`src/rtl/ped_pkg.sv`:
```
package ped_pkg;

  localparam int unsigned ByteW   = 8;
  localparam int unsigned MaxOut  = 3;
  localparam int unsigned CntW    = 2;

  localparam logic [ByteW-1:0] CH_PERCENT = 8'h25;
  localparam logic [ByteW-1:0] CH_2       = 8'h32;
  localparam logic [ByteW-1:0] CH_3       = 8'h33;
  localparam logic [ByteW-1:0] CH_4       = 8'h34;
  localparam logic [ByteW-1:0] CH_5       = 8'h35;
  localparam logic [ByteW-1:0] CH_6       = 8'h36;
  localparam logic [ByteW-1:0] CH_7       = 8'h37;
  localparam logic [ByteW-1:0] CH_0       = 8'h30;
  localparam logic [ByteW-1:0] CH_9       = 8'h39;
  localparam logic [ByteW-1:0] CH_UA      = 8'h41;
  localparam logic [ByteW-1:0] CH_UF      = 8'h46;
  localparam logic [ByteW-1:0] CH_LA      = 8'h61;
  localparam logic [ByteW-1:0] CH_LF      = 8'h66;

  typedef enum logic [1:0] {
    STG_IDLE    = 2'd0,
    STG_PERCENT = 2'd1,
    STG_DIGIT   = 2'd2
  } ped_stage_t;

  typedef struct packed {
    logic                        ok;
    logic [3:0]                  value;
  } ped_nibble_t;

  typedef struct packed {
    logic                        ok;
    logic [ByteW-1:0]            value;
  } ped_match_t;

  // Decoded results of one input transaction, entry 0 goes out first.
  typedef struct packed {
    logic [CntW-1:0]             cnt;
    logic [MaxOut-1:0][ByteW-1:0] bytes;
    logic                        last;
  } ped_group_t;

  function automatic ped_nibble_t hex_nibble(input logic [ByteW-1:0] c);
    ped_nibble_t r;
    r = '0;
    if (c >= CH_0 && c <= CH_9) begin
      r.ok    = 1'b1;
      r.value = 4'(c - CH_0);
    end else if (c >= CH_UA && c <= CH_UF) begin
      r.ok    = 1'b1;
      r.value = 4'(c - CH_UA + 8'd10);
    end else if (c >= CH_LA && c <= CH_LF) begin
      r.ok    = 1'b1;
      r.value = 4'(c - CH_LA + 8'd10);
    end
    return r;
  endfunction

  function automatic ped_match_t escape_match(input logic [ByteW-1:0] d1,
                                              input logic [ByteW-1:0] c);
    ped_nibble_t n;
    ped_match_t  r;
    logic        hit;
    n   = hex_nibble(c);
    hit = 1'b0;
    unique case (d1)
      CH_2:    hit = (n.value >= 4'd1);
      CH_3:    hit = (n.value >= 4'd10);
      CH_4:    hit = (n.value == 4'd0);
      CH_5:    hit = (n.value >= 4'd11);
      CH_6:    hit = (n.value == 4'd0);
      CH_7:    hit = (n.value >= 4'd11) && (n.value <= 4'd14);
      default: hit = 1'b0;
    endcase
    r.ok    = n.ok && hit;
    r.value = {d1[3:0], n.value};
    return r;
  endfunction

endpackage

```
`src/rtl/percent_escape_decoder.sv`:
```
// Streaming URL percent-escape decoder for the punctuation escapes
// %21-%2F, %3A-%3F, %40, %5B-%5F, %60 and %7B-%7E (hex letters in either case).
// Input: s_axis, one encoded character per transaction, tlast on the final one.
// Output: m_axis, one decoded character per transaction, tlast on the last
// character produced for the input string.
// Each input transaction yields zero to three output transactions: none while
// an escape is still pending, one for a plain or decoded byte, up to three when
// an escape fails or is flushed at tlast ('%', held digit, current byte).
// Each accepted transaction goes through the input register, then the result
// register, before its first output appears.
// Throughput: one input per cycle while each yields at most one output and the
// receiver is ready; n outputs of one input hold the result register until sent.
// Reset clears the pending escape and empties both registers; s_axis_tready is
// high in the cycle after reset.
// When the receiver stalls, the result register holds its data and the input
// register takes one more transaction before s_axis_tready drops.
module percent_escape_decoder (
  input  logic       clk,
  input  logic       rst,
  input  logic       s_axis_tvalid,
  output logic       s_axis_tready,
  input  logic [7:0] s_axis_tdata,   // [7:0] in_byte
  input  logic       s_axis_tlast,   // in_last
  output logic       m_axis_tvalid,
  input  logic       m_axis_tready,
  output logic [7:0] m_axis_tdata,   // [7:0] out_byte
  output logic       m_axis_tlast    // out_last
);

  logic                        in_valid;
  logic [ped_pkg::ByteW-1:0]   in_byte;
  logic                        in_last;
  logic                        can_load;
  logic                        consume;
  ped_pkg::ped_group_t         group;

  assign consume       = in_valid && can_load;
  assign s_axis_tready = !in_valid || consume;

  always_ff @(posedge clk) begin
    if (rst) begin
      in_valid <= 1'b0;
    end else if (s_axis_tvalid && s_axis_tready) begin
      in_valid <= 1'b1;
    end else if (consume) begin
      in_valid <= 1'b0;
    end
  end

  always_ff @(posedge clk) begin
    if (s_axis_tvalid && s_axis_tready) begin
      in_byte <= s_axis_tdata;
      in_last <= s_axis_tlast;
    end
  end

  ped_decode u_decode (
    .clk     (clk),
    .rst     (rst),
    .advance (consume),
    .in_byte (in_byte),
    .in_last (in_last),
    .group   (group)
  );

  ped_out_buffer u_out (
    .clk       (clk),
    .rst       (rst),
    .load      (consume),
    .group     (group),
    .can_load  (can_load),
    .out_valid (m_axis_tvalid),
    .out_ready (m_axis_tready),
    .out_byte  (m_axis_tdata),
    .out_last  (m_axis_tlast)
  );

endmodule

```
`src/rtl/ped_decode.sv`:
```
module ped_decode (
  input  logic                         clk,
  input  logic                         rst,
  input  logic                         advance,
  input  logic [ped_pkg::ByteW-1:0]    in_byte,
  input  logic                         in_last,
  output ped_pkg::ped_group_t          group
);

  ped_pkg::ped_stage_t            stage, stage_next, stage_mid;
  logic [ped_pkg::ByteW-1:0]      held, held_next, held_mid;
  ped_pkg::ped_match_t            match;
  logic                           is_digit;
  logic                           is_percent;

  assign match      = ped_pkg::escape_match(held, in_byte);
  assign is_digit   = (in_byte >= ped_pkg::CH_2) && (in_byte <= ped_pkg::CH_7);
  assign is_percent = (in_byte == ped_pkg::CH_PERCENT);

  always_ff @(posedge clk) begin
    if (rst) begin
      stage <= ped_pkg::STG_IDLE;
      held  <= '0;
    end else if (advance) begin
      stage <= stage_next;
      held  <= held_next;
    end
  end

  // Next state
  always_comb begin
    stage_mid = is_percent ? ped_pkg::STG_PERCENT : ped_pkg::STG_IDLE;
    held_mid  = '0;
    unique case (stage)
      ped_pkg::STG_PERCENT: begin
        if (is_digit) begin
          stage_mid = ped_pkg::STG_DIGIT;
          held_mid  = in_byte;
        end
      end
      ped_pkg::STG_DIGIT: begin
        if (match.ok) begin
          stage_mid = ped_pkg::STG_IDLE;
        end
      end
      default: ;
    endcase
    stage_next = in_last ? ped_pkg::STG_IDLE : stage_mid;
    held_next  = in_last ? '0 : held_mid;
  end

  // Outputs
  always_comb begin
    logic [ped_pkg::CntW-1:0] n;
    logic                     fresh;
    n     = '0;
    fresh = 1'b1;
    group = '0;
    unique case (stage)
      ped_pkg::STG_PERCENT: begin
        if (is_digit) begin
          fresh = 1'b0;
        end else begin
          group.bytes[n] = ped_pkg::CH_PERCENT;
          n              = n + 2'd1;
        end
      end
      ped_pkg::STG_DIGIT: begin
        if (match.ok) begin
          fresh          = 1'b0;
          group.bytes[n] = match.value;
          n              = n + 2'd1;
        end else begin
          group.bytes[n] = ped_pkg::CH_PERCENT;
          n              = n + 2'd1;
          group.bytes[n] = held;
          n              = n + 2'd1;
        end
      end
      default: ;
    endcase
    if (fresh && !is_percent) begin
      group.bytes[n] = in_byte;
      n              = n + 2'd1;
    end
    if (in_last) begin
      if (stage_mid == ped_pkg::STG_PERCENT || stage_mid == ped_pkg::STG_DIGIT) begin
        group.bytes[n] = ped_pkg::CH_PERCENT;
        n              = n + 2'd1;
      end
      if (stage_mid == ped_pkg::STG_DIGIT) begin
        group.bytes[n] = held_mid;
        n              = n + 2'd1;
      end
    end
    group.cnt  = n;
    group.last = in_last;
  end

endmodule

```
`src/rtl/ped_out_buffer.sv`:
```
module ped_out_buffer (
  input  logic                         clk,
  input  logic                         rst,
  input  logic                         load,
  input  ped_pkg::ped_group_t          group,
  output logic                         can_load,
  output logic                         out_valid,
  input  logic                         out_ready,
  output logic [ped_pkg::ByteW-1:0]    out_byte,
  output logic                         out_last
);

  logic [ped_pkg::CntW-1:0]                           cnt;
  logic [ped_pkg::MaxOut-1:0][ped_pkg::ByteW-1:0]     bytes;
  logic                                               last;
  logic                                               pop;

  assign pop       = out_valid && out_ready;
  assign can_load  = (cnt == '0) || (cnt == 2'd1 && out_ready);
  assign out_valid = (cnt != '0);
  assign out_byte  = bytes[0];
  assign out_last  = last && (cnt == 2'd1);

  always_ff @(posedge clk) begin
    if (rst) begin
      cnt <= '0;
    end else if (load) begin
      cnt <= group.cnt;
    end else if (pop) begin
      cnt <= cnt - 2'd1;
    end
  end

  always_ff @(posedge clk) begin
    if (load) begin
      bytes <= group.bytes;
      last  <= group.last;
    end else if (pop) begin
      bytes <= {{ped_pkg::ByteW{1'b0}}, bytes[ped_pkg::MaxOut-1:1]};
    end
  end

endmodule

```
`config.mk`:
```
export PLATFORM = sky130hd
export DESIGN_NAME = percent_escape_decoder
export DESIGN_NICKNAME = d
export VERILOG_FILES = /design/src/rtl/ped_pkg.sv /design/src/rtl/percent_escape_decoder.sv /design/src/rtl/ped_decode.sv /design/src/rtl/ped_out_buffer.sv
export SDC_FILE = /design/constraint.sdc
export NUM_CORES = 1
export LEC_CHECK = 0
export BUFFER_PORTS_ARGS = -buffer_cell sky130_fd_sc_hd__buf_4
export CAP_MARGIN = 20
export CORE_ASPECT_RATIO = 1.25
export CORE_MARGIN = 2
export CORE_UTILIZATION = 40
export CTS_BUF_LIST = sky130_fd_sc_hd__clkbuf_8
export CTS_CLUSTER_SIZE = 10
export DETAILED_ROUTE_END_ITERATION = 8
export PLACE_DENSITY = 0.65
export RECOVER_POWER = 50
export SLEW_MARGIN = 15
export SYNTH_ARGS = -nofsm -noshare
export SYNTH_HDL_FRONTEND = slang
export SYNTH_SLANG_ARGS = --single-unit
```
`constraint.sdc`:
```
create_clock -name clk -period 13.8 [get_ports clk]
set_input_delay 4.14 -clock clk [delete_from_list [all_inputs] [get_ports clk]]
set_output_delay 4.14 -clock clk [all_outputs]
set_load 0.01 [all_outputs]
```
==> flow_summary.toml, run 1 <==
[outcome]
status = "finished, final reports clean"

[yosys]
synth_fa_ha_area_share_pct = 6.77
synth.avg_cell_area_um2 = 9.33
ys_top_cells_by_area = "edfxtp_1 32%, dfxtp_1 8.3%, ha_1 6.8%, a21oi_1 4.3%, nor2_1 2.9%"
synth_xor_area_share_pct = 0.279
syn_area_mm2 = 0.00314
synthCells = 337
syn_nets = 367
synth_mux_area_share_pct = 0.677
synth_top_cell_by_area = "edfxtp_1"
synth_flop_cell = "edfxtp_1"
netlist.area_leader.share_pct = 32.5
synth_top_family_by_area = "compound AO/OA/AOI/OAI gates"
async_flop_share_pct = 0
synth_edf_count = 34
yosysWarnings = 0
synth_seq_area_share_pct = 40.8
ys_ff_latch = 47
synth_cell_type_count = 63
synth_simple_gate_area_share_pct = 19.6
synth-compound-area-share_pct = 25.0

[placement]
portBuffers = 23
place_area_mm2 = 0.00330
dp_slack_ns = 4.96
gp_congestion = 0.902
hpwl_mm = 5.69

[die]
row_count = 36
fp.dieH_um = 103
io-pin-count = 24
initial_utilization_pct = 40.8
die_area_mm2 = 0.00859
coreArea_mm2 = 0.00770
die_w_um = 83.3

[clock_network]
insertion_delay_ns = 0.30
htree_num_levels = 2
postCtsSetupBuffers = 0
root_buffer = "clkbuf_8"
cts_tree = "yes"
cts_sinks = 47
hold_buffers = 0
cts.clk_slew.worst_paths_ns = 0.10
cts_buffers = 5
clockBufferDepth = 2
postCtsResizedCells = 0

[hold_path]
hp-class = "reg -> reg"

[global_route]
grt_first_pass_wirelength_mm = 12.5
global_route.usage.met2_pct = 31.1
grtUsageMet3_pct = 2.48
gr-total-overflow = 0
antenna_found_initial = 0
met1_usage_pct = 23.9
grt_max_degree = 29
grt_pass1_vias = 2496
grt_most_used_layer = "met2"
grt_usage_pct = 18.2

[pwr]
p_leak_nw = 1.24
peakVddDrop_uv = 89.6
power_mw = 0.361
powerDensity_mw_per_mm2 = 106

[routing]
first_pass_iters = 5
routed_wl_mm = 7.92
vias = 2708
wl_per_cell_um = 18.1
vias_per_cell = 6.20
route.detailed.drc = 0
first_iter_violations = 204
ant_nets = 0

[setup_path]
reg2reg_slack_ns = 7.30
cp.required_ns = 9.66
timing.critical_path.to = "s_axis_tready"
cp-startpoint = "m_axis_tready"
slowest_delay_ns = 0.21
critical_path_class = "in -> out"
crit_path_top_delay_cell = "a21oi_1"
reg2reg_depth = 22
arrival_ns = 4.71
crit_chain = "clkbuf_4 -> a21oi_1 -> nand2_1 -> buf_4"
reg2reg_from = "in_byte[1]"
crit_path_start_kind = "primary input"
cp_max_fo = 3
worstReg2RegEnd = "u_out.out_byte[1]"
critPathCaptureType = "output port"

[sta]
fin_setup_tns_ns = 0
maxSlewHeadroom_pct = 20.6
tightestPinTransition_ns = 1.19
fin_worst_skew_ns = 0.00801
hold_viol = 0
fmax_ghz = 0.113
period_needed_ns = 8.85
setup_violations = 0
setup_ws_ns = 4.95
min_period_over_period_pct = 64.1
finalMaxSlewViolations = 0
fin_hold_ws_ns = 0.496
rsz0062_at_grt = "no"

[finish]
layout_common_cells = "34 x edfxtp_1, 27 x a21oi_1, 24 x nor2_1"
diodes = 0
final_area_mm2 = 0.00341
drive_above_1_share_pct = 11.7
final_common_cell = "edfxtp_1"
area_growth_pct = 8.48
fin_nets = 371

[flow_run]
maxCapViolCount = 0
-- Yosys cell counts (all sizes together) (5+ instances only) --
cell and n:
clkbuf 15, o211ai 5, o22ai 11, nand2b 7, a221o 8, o21ai 12
and2 6, nor3 12, edfxtp 34, buf 12, ha 17, a21oi 27
nor2b 5, dfxtp 13, a211oi 7, nor3b 6, nand2 20, nand3 7
nor2 24, inv 20, a31oi 8
-- power by group --
| part | total (mW) | internal [mW] | switching, mW |
|---|---|---|---|
| Sequential | 0.186 | 0.175 | 0.0113 |
| Combinational | 0.0697 | 0.0292 | 0.0405 |
| Clock | 0.105 | 0.0550 | 0.0499 |
-- cells by family after synthesis --
logic type | count (synthesis)
compound gates | 111
xor+xnor | 1
mux | 2
buf+inv | 47
simple gates | 112
fa+ha+maj | 17
flops | 47
-- per-stage QoR --
stage,utilization (%),std cells
5_1_grt,44.3,437
4_1_cts,44.4,437
2_1_floorplan,-,337
3_5_place_dp,42.9,429
6_report,44.3,437
3_3_place_gp,42.9,429
-- critical path: cells and delay by family --
| family | cells | cell delay (ns) |
|---|---|---|
| buffers and inverters | 2 | 0.26 |
| AOI/OAI and AO/OA | 1 | 0.21 |
| and+or+nand+nor | 1 | 0.10 |
-- state kept, by name (all words and copies together) (netlist names) --
| signal | flops |
|---|---|
| in_valid | 1 |
| u_decode.held | 8 |
| in_byte | 8 |
| in_last | 1 |
| u_out.out_byte | 8 |
| u_out.cnt | 2 |
| u_out.last | 1 |
| u_decode.stage | 2 |
| u_out.bytes | 16 |
-- worst min path at each step --
| stage | start | to | slack [ns] | depth (start not counted) |
|---|---|---|---|---|
| CTS | u_decode.held[6] | u_decode.held[6] | 0.49 | 1 |
| global route | u_decode.held[6] | u_decode.held[6] | 0.52 | 1 |
| finish | u_decode.held[6] | u_decode.held[6] | 0.50 | 1 |
| floorplan | u_decode.held[6] | u_decode.held[6] | 0.46 | 1 |
| global placement | u_decode.held[6] | u_decode.held[6] | 0.48 | 1 |
| detailed placement | u_decode.held[6] | u_decode.held[6] | 0.48 | 1 |
-- area by class of cell --
cell class              count  area (um^2)
clock inverters             3         47.5
inverters                  20         75.1
multi-input cells         243         1650
clock buffers               5         68.8
flip-flops and latches     47         1280
well taps                  95          119
fillers                   758         4290
repair buffers             24          173
-- metal layers --
metal  up-vias  share of wire (%)
met3        20                4.7
met2       106                 49
li1       1288                  -
met5         -                  0
met1      1294                 44
met4         0                2.9
Power figures use the tool's default switching activity.
==> inputs of run 2 (changes only) <==
- ABC_AREA: not set -> 1
- clock period: 13.8 -> 8.9 ns (I/O delays scaled with it)
==> flow_summary.toml, run 2 <==
[yosys]
syn_area_mm2 = 0.00309
yosysWarnings = 0
yosysMostFrequentCell = "nand2_1"
synth_common_cells = "82 x nand2_1, 48 x inv_1, 34 x edfxtp_1, 26 x nand3_1, 22 x nor2_1"
async_flop_share_pct = 0
ys_top_cells_by_area = "edfxtp_1 33%, nand2_1 10%, dfxtp_1 8.4%, ha_1 6.9%, inv_1 5.8%"
synth.avg_cell_area_um2 = 8.26
synth_flop_cell = "edfxtp_1"
syn_nets = 404
ys_ff_latch = 47
synth_top_cell_by_area = "edfxtp_1"
synth_seq_area_share_pct = 41.5
netlist.area_leader.share_pct = 33.0
synthCells = 374
synth_cell_type_count = 39
synth_edf_count = 34

[sta]
setup_violations = 0
hold_viol = 0
fin_setup_tns_ns = 0
period_needed_ns = 5.89
maxSlewHeadroom_pct = 21.3
fin_worst_skew_ns = 0.0129
rsz0062_at_grt = "no"
finalMaxSlewViolations = 0
min_period_over_period_pct = 66.2
fmax_ghz = 0.170
tightestPinTransition_ns = 1.18

[clock_network]
cts.clk_slew.worst_paths_ns = 0.09
cts_buffers = 5
postCtsSetupBuffers = 0
cts_tree = "yes"
insertion_delay_ns = 0.31
root_buffer = "clkbuf_8"
cts_sinks = 47
htree_num_levels = 2
hold_buffers = 0
postCtsResizedCells = 0
clockBufferDepth = 2

[placement]
portBuffers = 23
hpwl_mm = 5.60
gp_congestion = 0.973

[pwr]
p_leak_nw = 1.41
powerDensity_mw_per_mm2 = 215
power_mw = 0.729
peakVddDrop_uv = 108

[setup_path]
cp.required_ns = 6.23
critPathCaptureType = "output port"
cp-startpoint = "m_axis_tready"
crit_path_start_kind = "primary input"
reg2reg_from = "in_byte[1]"
cp_max_fo = 3
arrival_ns = 3.22
reg2reg_slack_ns = 4.29
timing.critical_path.to = "s_axis_tready"
reg2reg_depth = 27
critical_path_class = "in -> out"
worstReg2RegEnd = "u_out.out_byte[0]"

[die]
coreArea_mm2 = 0.00744
fp.dieH_um = 102
io-pin-count = 24
row_count = 35
die_area_mm2 = 0.00845
die_w_um = 82.6
initial_utilization_pct = 41.5

[routing]
first_pass_iters = 5
vias_per_cell = 5.39
route.detailed.drc = 0
ant_nets = 0
vias = 2610
routed_wl_mm = 7.20
first_iter_violations = 209
wl_per_cell_um = 14.9

[global_route]
gr-total-overflow = 0
grtUsageMet3_pct = 2.30
grt_first_pass_wirelength_mm = 11.8
grt_usage_pct = 18.5
global_route.usage.met2_pct = 33.3
grt_most_used_layer = "met2"
grt_pass1_vias = 2436
antenna_found_initial = 0
grt_max_degree = 36
met1_usage_pct = 22.0

[finish]
diodes = 0
final_common_cell = "nand2_1"
area_growth_pct = 9.60
largest_reg_flops = 16
num-fill-cells = 733
top_register = "u_out.bytes"
fin_nets = 421
drive_above_1_share_pct = 18.4
layout_common_cells = "82 x nand2_1, 48 x inv_1, 34 x edfxtp_1"

[flow_run]
maxCapViolCount = 0

[outcome]
status = "finished, final reports clean"

[hold_path]
hp-class = "reg -> reg"
## run 2: kinds of logic (layout without fill, tap and decap cells)
logic type / after synthesis / in the layout / share of synthesized area (%)
simple gates: 174 / 174 / 27.0
flops: 47 / 47 / 41.5
compound gates: 67 / 67 / 14.5
fa+ha+maj: 17 / 17 / 6.89
buf+inv: 69 / 87 / 10.2
## run 2: routing by layer
layer  routed length (um)  vias to the layer above
met5                    0                        -
met4                  233                        0
met3                  261                       21
met2                 3800                       77
met1                 2900                     1226
li1                     -                     1286
## run 2: worst min path at each step
| stage | slack, ns | cells after the start | to | start |
|---|---|---|---|---|
| floorplan | 0.44 | 2 | u_decode.held[6] | u_decode.held[6] |
| global placement | 0.46 | 2 | u_decode.held[7] | u_decode.held[7] |
| detailed placement | 0.47 | 2 | u_decode.held[7] | u_decode.held[7] |
| CTS | 0.48 | 2 | u_decode.held[7] | u_decode.held[7] |
| global route | 0.51 | 2 | u_decode.held[7] | u_decode.held[7] |
| finish | 0.48 | 2 | u_decode.held[7] | u_decode.held[7] |
## run 2: area by class of cell
class,count,area [um^2],area share [%]
Sequential cell,47,1280,37.8
Clock buffer,5,68.8,2.03
Timing Repair Buffer,24,176,5.21
Multi-Input combinational cell,258,1490,44.1
Clock inverter,3,46.3,1.37
Tap cell,92,115,3.40
Inverter,55,206,6.10
## run 2: power breakdown
| part | leakage [nW] | switching (mW) | internal, mW |
|---|---|---|---|
| clock network | 0.0548 | 0.0778 | 0.0847 |
| registers | 0.434 | 0.0247 | 0.324 |
| logic | 0.924 | 0.140 | 0.0788 |
| total | 1.41 | 0.242 | 0.487 |
## run 2: through the flow
stage	hold WS (ns)	utilization (%)	area (um^2)	setup slack [ns]	cells
final	0.481	45.5	3390	3.01	484
after global routing	0.509	45.5	3390	2.73	484
after CTS	0.481	45.5	3380	2.97	483
after detailed placement	0.467	43.9	3270	2.97	475
after global placement	0.462	43.9	3270	2.98	475
after floorplan	0.442	-	3090	3.23	374
## run 2: critical path, stage by stage
cell      delay [ns]
clkbuf_4        0.11
a21oi_1         0.17
nand2_1         0.11
buf_4           0.16
